<file path="src/hw/rtl/bchc_pkg.sv">
package bchc_pkg;

    typedef enum logic [2:0] {
        EV_NONE   = 3'd0,
        EV_CLICK  = 3'd1,
        EV_DOUBLE = 3'd2,
        EV_HOLD   = 3'd3,
        EV_LONG   = 3'd4
    } event_code_t;

    localparam int CFG_INDEX_W = 8;
    localparam int CFG_DATA_W  = 16;
    localparam int STAMP_W     = 32;

    localparam logic [CFG_INDEX_W-1:0] REG_DEBOUNCE   = 8'd0;
    localparam logic [CFG_INDEX_W-1:0] REG_DC_GAP     = 8'd1;
    localparam logic [CFG_INDEX_W-1:0] REG_HOLD       = 8'd2;
    localparam logic [CFG_INDEX_W-1:0] REG_LONG_HOLD  = 8'd3;

    localparam logic [CFG_DATA_W-1:0] DEBOUNCE_RESET  = 16'd20;
    localparam logic [CFG_DATA_W-1:0] DC_GAP_RESET    = 16'd250;
    localparam logic [CFG_DATA_W-1:0] HOLD_RESET      = 16'd1000;
    localparam logic [CFG_DATA_W-1:0] LONG_HOLD_RESET = 16'd3000;

endpackage

</file>
<file path="src/hw/rtl/button_click_hold_classifier.sv">
// Button click / double click / hold / long hold classifier.
//
// Input stream (s_t*): one word per millisecond tick, s_tdata[0] is the sampled
// button level (0 pressed, 1 released). Every accepted word yields exactly one
// result word on m_t*, m_tdata[2:0] carrying the event code (none, click,
// double click, hold, long hold).
//
// The word accepted at one edge shows on m_tvalid after that edge. Throughput
// is one word per cycle while the receiver keeps up; the tick state update and
// classification are one registered pass through two 32-bit subtractors and
// their compares. A single output register parts the channels: s_tready is
// high while that register is empty or being taken, so a stalled receiver
// holds the result and stalls the input one word deep.
//
// Configuration (cfg_*): register index and 16-bit value, always ready. Write
// only while no words are in flight. Unknown indexes are ignored.
//
// Reset (aresetn low, synchronous): tick counter zero, stamps all ones, level
// released, single flag set, other flags cleared, timing registers back to
// 20/250/1000/3000 ticks, output register empty.
module button_click_hold_classifier (
    input  logic                               aclk,
    input  logic                               aresetn,
    input  logic                               s_tvalid,
    output logic                               s_tready,
    input  logic [7:0]                         s_tdata,   // [0] pin_level
    output logic                               m_tvalid,
    input  logic                               m_tready,
    output logic [7:0]                         m_tdata,   // [2:0] event_code
    input  logic                               cfg_valid,
    output logic                               cfg_ready,
    input  logic [bchc_pkg::CFG_INDEX_W-1:0]   cfg_index,
    input  logic [bchc_pkg::CFG_DATA_W-1:0]    cfg_data
);
    import bchc_pkg::*;

    logic [CFG_DATA_W-1:0] debounce_reg, dc_gap_reg, hold_reg, long_hold_reg;

    logic [STAMP_W-1:0] tick_reg, tick_next;
    logic [STAMP_W-1:0] press_reg, press_next;
    logic [STAMP_W-1:0] release_reg, release_next;
    logic               last_level_reg, last_level_next;
    logic               dc_wait_reg, dc_wait_next;
    logic               dc_on_rel_reg, dc_on_rel_next;
    logic               single_reg, single_next;
    logic               ignore_rel_reg, ignore_rel_next;
    logic               wait_rel_reg, wait_rel_next;
    logic               hold_done_reg, hold_done_next;
    logic               long_done_reg, long_done_next;

    logic               m_valid_reg, m_valid_next;
    event_code_t        m_event_reg, m_event_next;

    logic               s_fire;
    logic               level;

    assign cfg_ready = 1'b1;
    assign s_tready  = !m_valid_reg || m_tready;
    assign s_fire    = s_tvalid && s_tready;
    assign level     = s_tdata[0];
    assign m_tvalid  = m_valid_reg;
    assign m_tdata   = {5'd0, m_event_reg};

    always_ff @(posedge aclk) begin
        if (!aresetn) begin
            debounce_reg  <= DEBOUNCE_RESET;
            dc_gap_reg    <= DC_GAP_RESET;
            hold_reg      <= HOLD_RESET;
            long_hold_reg <= LONG_HOLD_RESET;
        end else if (cfg_valid) begin
            unique case (cfg_index)
                REG_DEBOUNCE:  debounce_reg  <= cfg_data;
                REG_DC_GAP:    dc_gap_reg    <= cfg_data;
                REG_HOLD:      hold_reg      <= cfg_data;
                REG_LONG_HOLD: long_hold_reg <= cfg_data;
                default: ;
            endcase
        end
    end

    always_comb begin
        logic [STAMP_W-1:0] since_up;
        logic [STAMP_W-1:0] since_down;
        logic [STAMP_W-1:0] debounce_w, gap_w, hold_w, long_w;
        logic               press_edge;
        logic               release_edge;
        logic               release_taken;
        event_code_t        ev;

        debounce_w = {{(STAMP_W-CFG_DATA_W){1'b0}}, debounce_reg};
        gap_w      = {{(STAMP_W-CFG_DATA_W){1'b0}}, dc_gap_reg};
        hold_w     = {{(STAMP_W-CFG_DATA_W){1'b0}}, hold_reg};
        long_w     = {{(STAMP_W-CFG_DATA_W){1'b0}}, long_hold_reg};

        since_up   = tick_reg - release_reg;
        since_down = tick_reg - press_reg;

        tick_next       = tick_reg;
        press_next      = press_reg;
        release_next    = release_reg;
        last_level_next = last_level_reg;
        dc_wait_next    = dc_wait_reg;
        dc_on_rel_next  = dc_on_rel_reg;
        single_next     = single_reg;
        ignore_rel_next = ignore_rel_reg;
        wait_rel_next   = wait_rel_reg;
        hold_done_next  = hold_done_reg;
        long_done_next  = long_done_reg;
        m_valid_next    = m_valid_reg && !m_tready;
        m_event_next    = m_event_reg;
        ev              = EV_NONE;

        press_edge    = !level && last_level_reg && (since_up > debounce_w);
        release_edge  = !press_edge && level && !last_level_reg
                        && (since_down > debounce_w);
        release_taken = release_edge && !ignore_rel_reg;

        if (press_edge) begin
            press_next      = tick_reg;
            ignore_rel_next = 1'b0;
            wait_rel_next   = 1'b0;
            single_next     = 1'b1;
            hold_done_next  = 1'b0;
            long_done_next  = 1'b0;
            dc_on_rel_next  = (since_up < gap_w) && !dc_on_rel_reg && dc_wait_reg;
            dc_wait_next    = 1'b0;
        end else if (release_taken) begin
            release_next = tick_reg;
            if (!dc_on_rel_reg) begin
                dc_wait_next = 1'b1;
            end else begin
                ev             = EV_DOUBLE;
                dc_on_rel_next = 1'b0;
                dc_wait_next   = 1'b0;
                single_next    = 1'b0;
            end
        end

        // a stamp taken this tick means zero elapsed time
        if (release_taken) since_up = '0;
        if (press_edge) since_down = '0;

        if (level && (since_up >= gap_w) && dc_wait_next && !dc_on_rel_next
            && single_next && (ev != EV_DOUBLE)) begin
            ev           = EV_CLICK;
            dc_wait_next = 1'b0;
        end

        if (!level && (since_down >= hold_w)) begin
            if (!hold_done_next) begin
                ev              = EV_HOLD;
                wait_rel_next   = 1'b1;
                ignore_rel_next = 1'b1;
                dc_on_rel_next  = 1'b0;
                dc_wait_next    = 1'b0;
                hold_done_next  = 1'b1;
            end
            if ((since_down >= long_w) && !long_done_next) begin
                ev             = EV_LONG;
                long_done_next = 1'b1;
            end
        end

        last_level_next = level;
        tick_next       = tick_reg + 1'b1;

        if (s_fire) begin
            m_valid_next = 1'b1;
            m_event_next = ev;
        end else begin
            tick_next       = tick_reg;
            press_next      = press_reg;
            release_next    = release_reg;
            last_level_next = last_level_reg;
            dc_wait_next    = dc_wait_reg;
            dc_on_rel_next  = dc_on_rel_reg;
            single_next     = single_reg;
            ignore_rel_next = ignore_rel_reg;
            wait_rel_next   = wait_rel_reg;
            hold_done_next  = hold_done_reg;
            long_done_next  = long_done_reg;
        end
    end

    always_ff @(posedge aclk) begin
        if (!aresetn) begin
            tick_reg       <= '0;
            press_reg      <= '1;
            release_reg    <= '1;
            last_level_reg <= 1'b1;
            dc_wait_reg    <= 1'b0;
            dc_on_rel_reg  <= 1'b0;
            single_reg     <= 1'b1;
            ignore_rel_reg <= 1'b0;
            wait_rel_reg   <= 1'b0;
            hold_done_reg  <= 1'b0;
            long_done_reg  <= 1'b0;
            m_valid_reg    <= 1'b0;
        end else begin
            tick_reg       <= tick_next;
            press_reg      <= press_next;
            release_reg    <= release_next;
            last_level_reg <= last_level_next;
            dc_wait_reg    <= dc_wait_next;
            dc_on_rel_reg  <= dc_on_rel_next;
            single_reg     <= single_next;
            ignore_rel_reg <= ignore_rel_next;
            wait_rel_reg   <= wait_rel_next;
            hold_done_reg  <= hold_done_next;
            long_done_reg  <= long_done_next;
            m_valid_reg    <= m_valid_next;
        end
    end

    always_ff @(posedge aclk) begin
        m_event_reg <= m_event_next;
    end

endmodule

</file>
<file path="config.mk">
export PLATFORM = sky130hd
export DESIGN_NAME = button_click_hold_classifier
export DESIGN_NICKNAME = d
export VERILOG_FILES = /design/src/hw/rtl/bchc_pkg.sv /design/src/hw/rtl/button_click_hold_classifier.sv
export SDC_FILE = /design/constraint.sdc
export NUM_CORES = 1
export LEC_CHECK = 0
export ABC_AREA = 0
export BUFFER_PORTS_ARGS = -buffer_cell sky130_fd_sc_hd__buf_2
export CAP_MARGIN = 20
export CORE_MARGIN = 3
export CORE_UTILIZATION = 23
export DETAILED_ROUTE_END_ITERATION = 12
export REMOVE_ABC_BUFFERS = 1
export SYNTH_ARGS = -nofsm -noshare
export SYNTH_HDL_FRONTEND = slang
export SYNTH_SLANG_ARGS = --single-unit
</file>
<file path="constraint.sdc">
create_clock -name aclk -period 6.25 [get_ports aclk]
set_clock_uncertainty 0.05 [all_clocks]
set_input_delay 0.3125 -clock aclk [delete_from_list [all_inputs] [get_ports aclk]]
set_output_delay 0.3125 -clock aclk [all_outputs]
set_load 0.05 [all_outputs]
</file>
==> run metrics <==
Leak=7.44 nW; Switch Pwr=1.04 mW; Wirelength per Cell=15.5 um; ys flop type=dfxtp_1; antenna violation net count after detailed routing=0; Yosys reg bits=171; Max-slew headroom=32.4%; Die ar.=59800 sq um; DRC=0; first-pass GRT wire length=62300 um; Hold WS=0.0530 ns; Clock Tree Buf Depth=2; crit path max fanout=3; Gate power share=28.1%; Initial Util=23.5%; Fmax=165 MHz; Post-synth EDFFs=3; Mapped Cells=1685; Area growth, synth to finish=21.1%; Congestion Overflow GR=0; pwr dens=202 nW/um^2; vias in the first global route=11900; Setup WS pre-CTS=-0.226 ns; register area share after synthesis=26.4%; final instance area=15900 sq um; slowest cell on the critical path=a2111oi_4; mean area per synthesized cell=7.77 sq um; Avg Vias per Cell=4.81; CP delay by family, top=compound AO/OA/AOI/OAI gates; ant diodes=0; Cell variety after synth=81; CTS H-tree depth=4; count of final hold-check violations=0; CTS sink count=171; Hold Crit Class=in -> reg; outcome=finished, final reports clean; die height=245 um; CTS clk-pin slew, worst paths=0.07 ns; sequential fraction of design power=36.5%; Tcrit/Tclk final=97.1%; Netlist Area Pre-Place=13100 sq um; cell mode on critical path=a21o_1; CTS root buffer=clkbuf_16; path type of the worst setup path=reg -> reg; Final TNS setup=0 ns; r2r setup slk=0.18 ns; warnings from Yosys=0; Slew Limit Fails=0; minimum clock period=6.07 ns; Synth async-reset ratio=0%; largest net degree at the start of global routing=82; Tot GR Track Use=13.0%; port buffer count=34; initial antenna violation count=0; Inserted Clock Buffers=17; layout cells sized above 1=15.7%; CP peak stage delay=0.38 ns; internal power=2.17 mW; MaxCap Viol Count=0; clock share of power=35.4%; unrepaired setup endpoints after global routing=true; Nets=1995; # IOs=48; std cell rows=86; DRT iter0 DRCs=818; CTS tree=done; CP arrival=6.32 ns; Post-Route WL=39700 um; peak supply drop=0.149 mV; Placeable Area=55700 sq um; 1st-pass router iterations=5; Sw Ratio=32.5%; hold_buf cts=0; Detailed Place HPWL=31000 um; Startpoint Class=register; Placer Congestion=0.887; Horiz. Die Dim=245 um; Worst-Skew Late Latency=0.45 ns; Buf/Inv on CP=4; DR vias=12300; crit path capture type=register; Final setup viols=0; setup ws final=0.183 ns; Tot Pwr=3.21 mW; worst slew pin tran=1.01 ns; CP required=6.51 ns; placed cell area=14800 sq um
==> cell usage in the layout, fill, tap and decap left out, types with 6 or more instances in the layout <==
master,n
nand2_1,248
dfxtp_1,165
ha_1,151
inv_1,149
buf_4,128
a21oi_1,125
nor2_1,108
o211ai_1,66
o21ai_0,50
mux2i_1,50
a21o_1,45
xor2_1,38
nand3_1,34
buf_2,34
nand4_1,33
xnor2_1,26
nor2b_1,23
o21a_1,22
nor3_1,19
clkbuf_16,17
and2_1,16
nand2b_1,13
o21ai_1,11
a21oi_2,11
or3_1,10
and3_1,10
a211oi_1,9
o21bai_1,8
and4_1,7
o31ai_1,6
a31oi_1,6
o2111ai_1,6
nor4_1,6
conb_1,6
==> logic make-up after synthesis <==
group | share of synthesized area [%]
and+or+nand+nor | 20.2
DFF | 26.4
other | 0.0574
buffers and inverters | 7.11
muxes | 4.17
xor gates and xnor gates | 4.68
adders and majority gates | 15.4
AOI/OAI and AO/OA | 22.0
==> cells in the mapped netlist, drive strengths merged, types with 3 or more instances <==
cell | number | area share [%]
edfxtp | 3 | 0.69
buf | 31 | 1.5
nor4 | 8 | 0.43
mux2 | 4 | 0.34
a2111oi | 7 | 0.61
ha | 158 | 15
xnor2 | 31 | 2.1
o211ai | 66 | 3.8
o2111ai | 8 | 0.58
a2111o | 3 | 0.26
clkbuf | 43 | 1.2
o22ai | 3 | 0.14
and3 | 11 | 0.53
nand2b | 15 | 0.72
o21bai | 8 | 0.46
or3 | 11 | 0.53
o31a | 5 | 0.33
a211oi | 11 | 0.63
nor3 | 23 | 0.96
and2 | 18 | 0.86
a21o | 45 | 2.6
nand2 | 249 | 7.2
o21a | 22 | 1.3
mux2i | 50 | 3.8
xor2 | 39 | 2.6
a31oi | 8 | 0.38
nand3 | 34 | 1.3
a21oi | 137 | 5.3
or2 | 8 | 0.38
o21ai | 66 | 2.6
a22oi | 4 | 0.23
and4 | 7 | 0.47
o31ai | 7 | 0.44
a21boi | 4 | 0.23
nor2 | 113 | 3.3
or4 | 3 | 0.17
nor2b | 25 | 1.2
inv | 153 | 4.4
dfxtp | 168 | 26
a211o | 5 | 0.33
nand4 | 35 | 1.8
a221oi | 5 | 0.38
==> worst register-to-register path: cells and delay by family (launching register included) <==
kind	cells	cell delay, ns
XOR/XNOR	1	0.24
adder cells (fa/ha/maj)	4	1.11
buffers and inverters	4	0.39
AND/OR/NAND/NOR	7	0.83
flip-flops	1	0.33
AO/OA/AOI/OAI	15	2.98
==> per-stage QoR <==
stage               utilization (%)  instances
finish                         28.4       2559
global route                   28.4       2559
CTS                            27.8       2550
detailed placement             26.5       2516
global placement               26.5       2516
floorplan                         -       1615
==> final timing paths <==
path	depth (start not counted)	from	end
setup / recovery	31	tick_reg[0]	ignore_rel_reg
hold / removal	3	s_tvalid	m_tvalid
setup reg to reg	31	tick_reg[0]	ignore_rel_reg
hold reg to reg	2	hold_reg[13]	hold_reg[13]
==> per-layer routing <==
metal	GRT usage, %	routed length (um)	vias to the layer above
met5	0	0	-
met4	5.30	1230	0
met3	1.63	1500	69
met2	21.5	18300	264
met1	17.1	18600	5804
li1	-	-	6164
==> power by group through the flow <==
| stage | registers, mW | clock network (mW) | logic, mW |
|---|---|---|---|
| 4_1_cts | 1.17 | 1.16 | 0.806 |
| 2_1_floorplan | 1.21 | 0 | 0.472 |
| 5_1_grt | 1.17 | 1.20 | 0.982 |
| 3_5_place_dp | 1.20 | 0 | 0.783 |
| 3_3_place_gp | 1.19 | 0 | 0.766 |
| 6_report | 1.17 | 1.14 | 0.902 |
==> timing repair <==
action                     in CTS  in global routing
setup endpoints to repair       7                  8
pin swaps                      10                 64
buffers inserted                2                 10
cloned                          0                  0
resized for setup              28                 62
==> cell type report <==
class,instances,area (sq um)
inverter,153,574
clock buffer,19,433
clock inverter,13,179
timing repair buffer,164,1170
tap,748,936
sequential,171,3460
fill,6003,39900
multi-input combinational,1291,9110
Power figures use the tool's default switching activity.
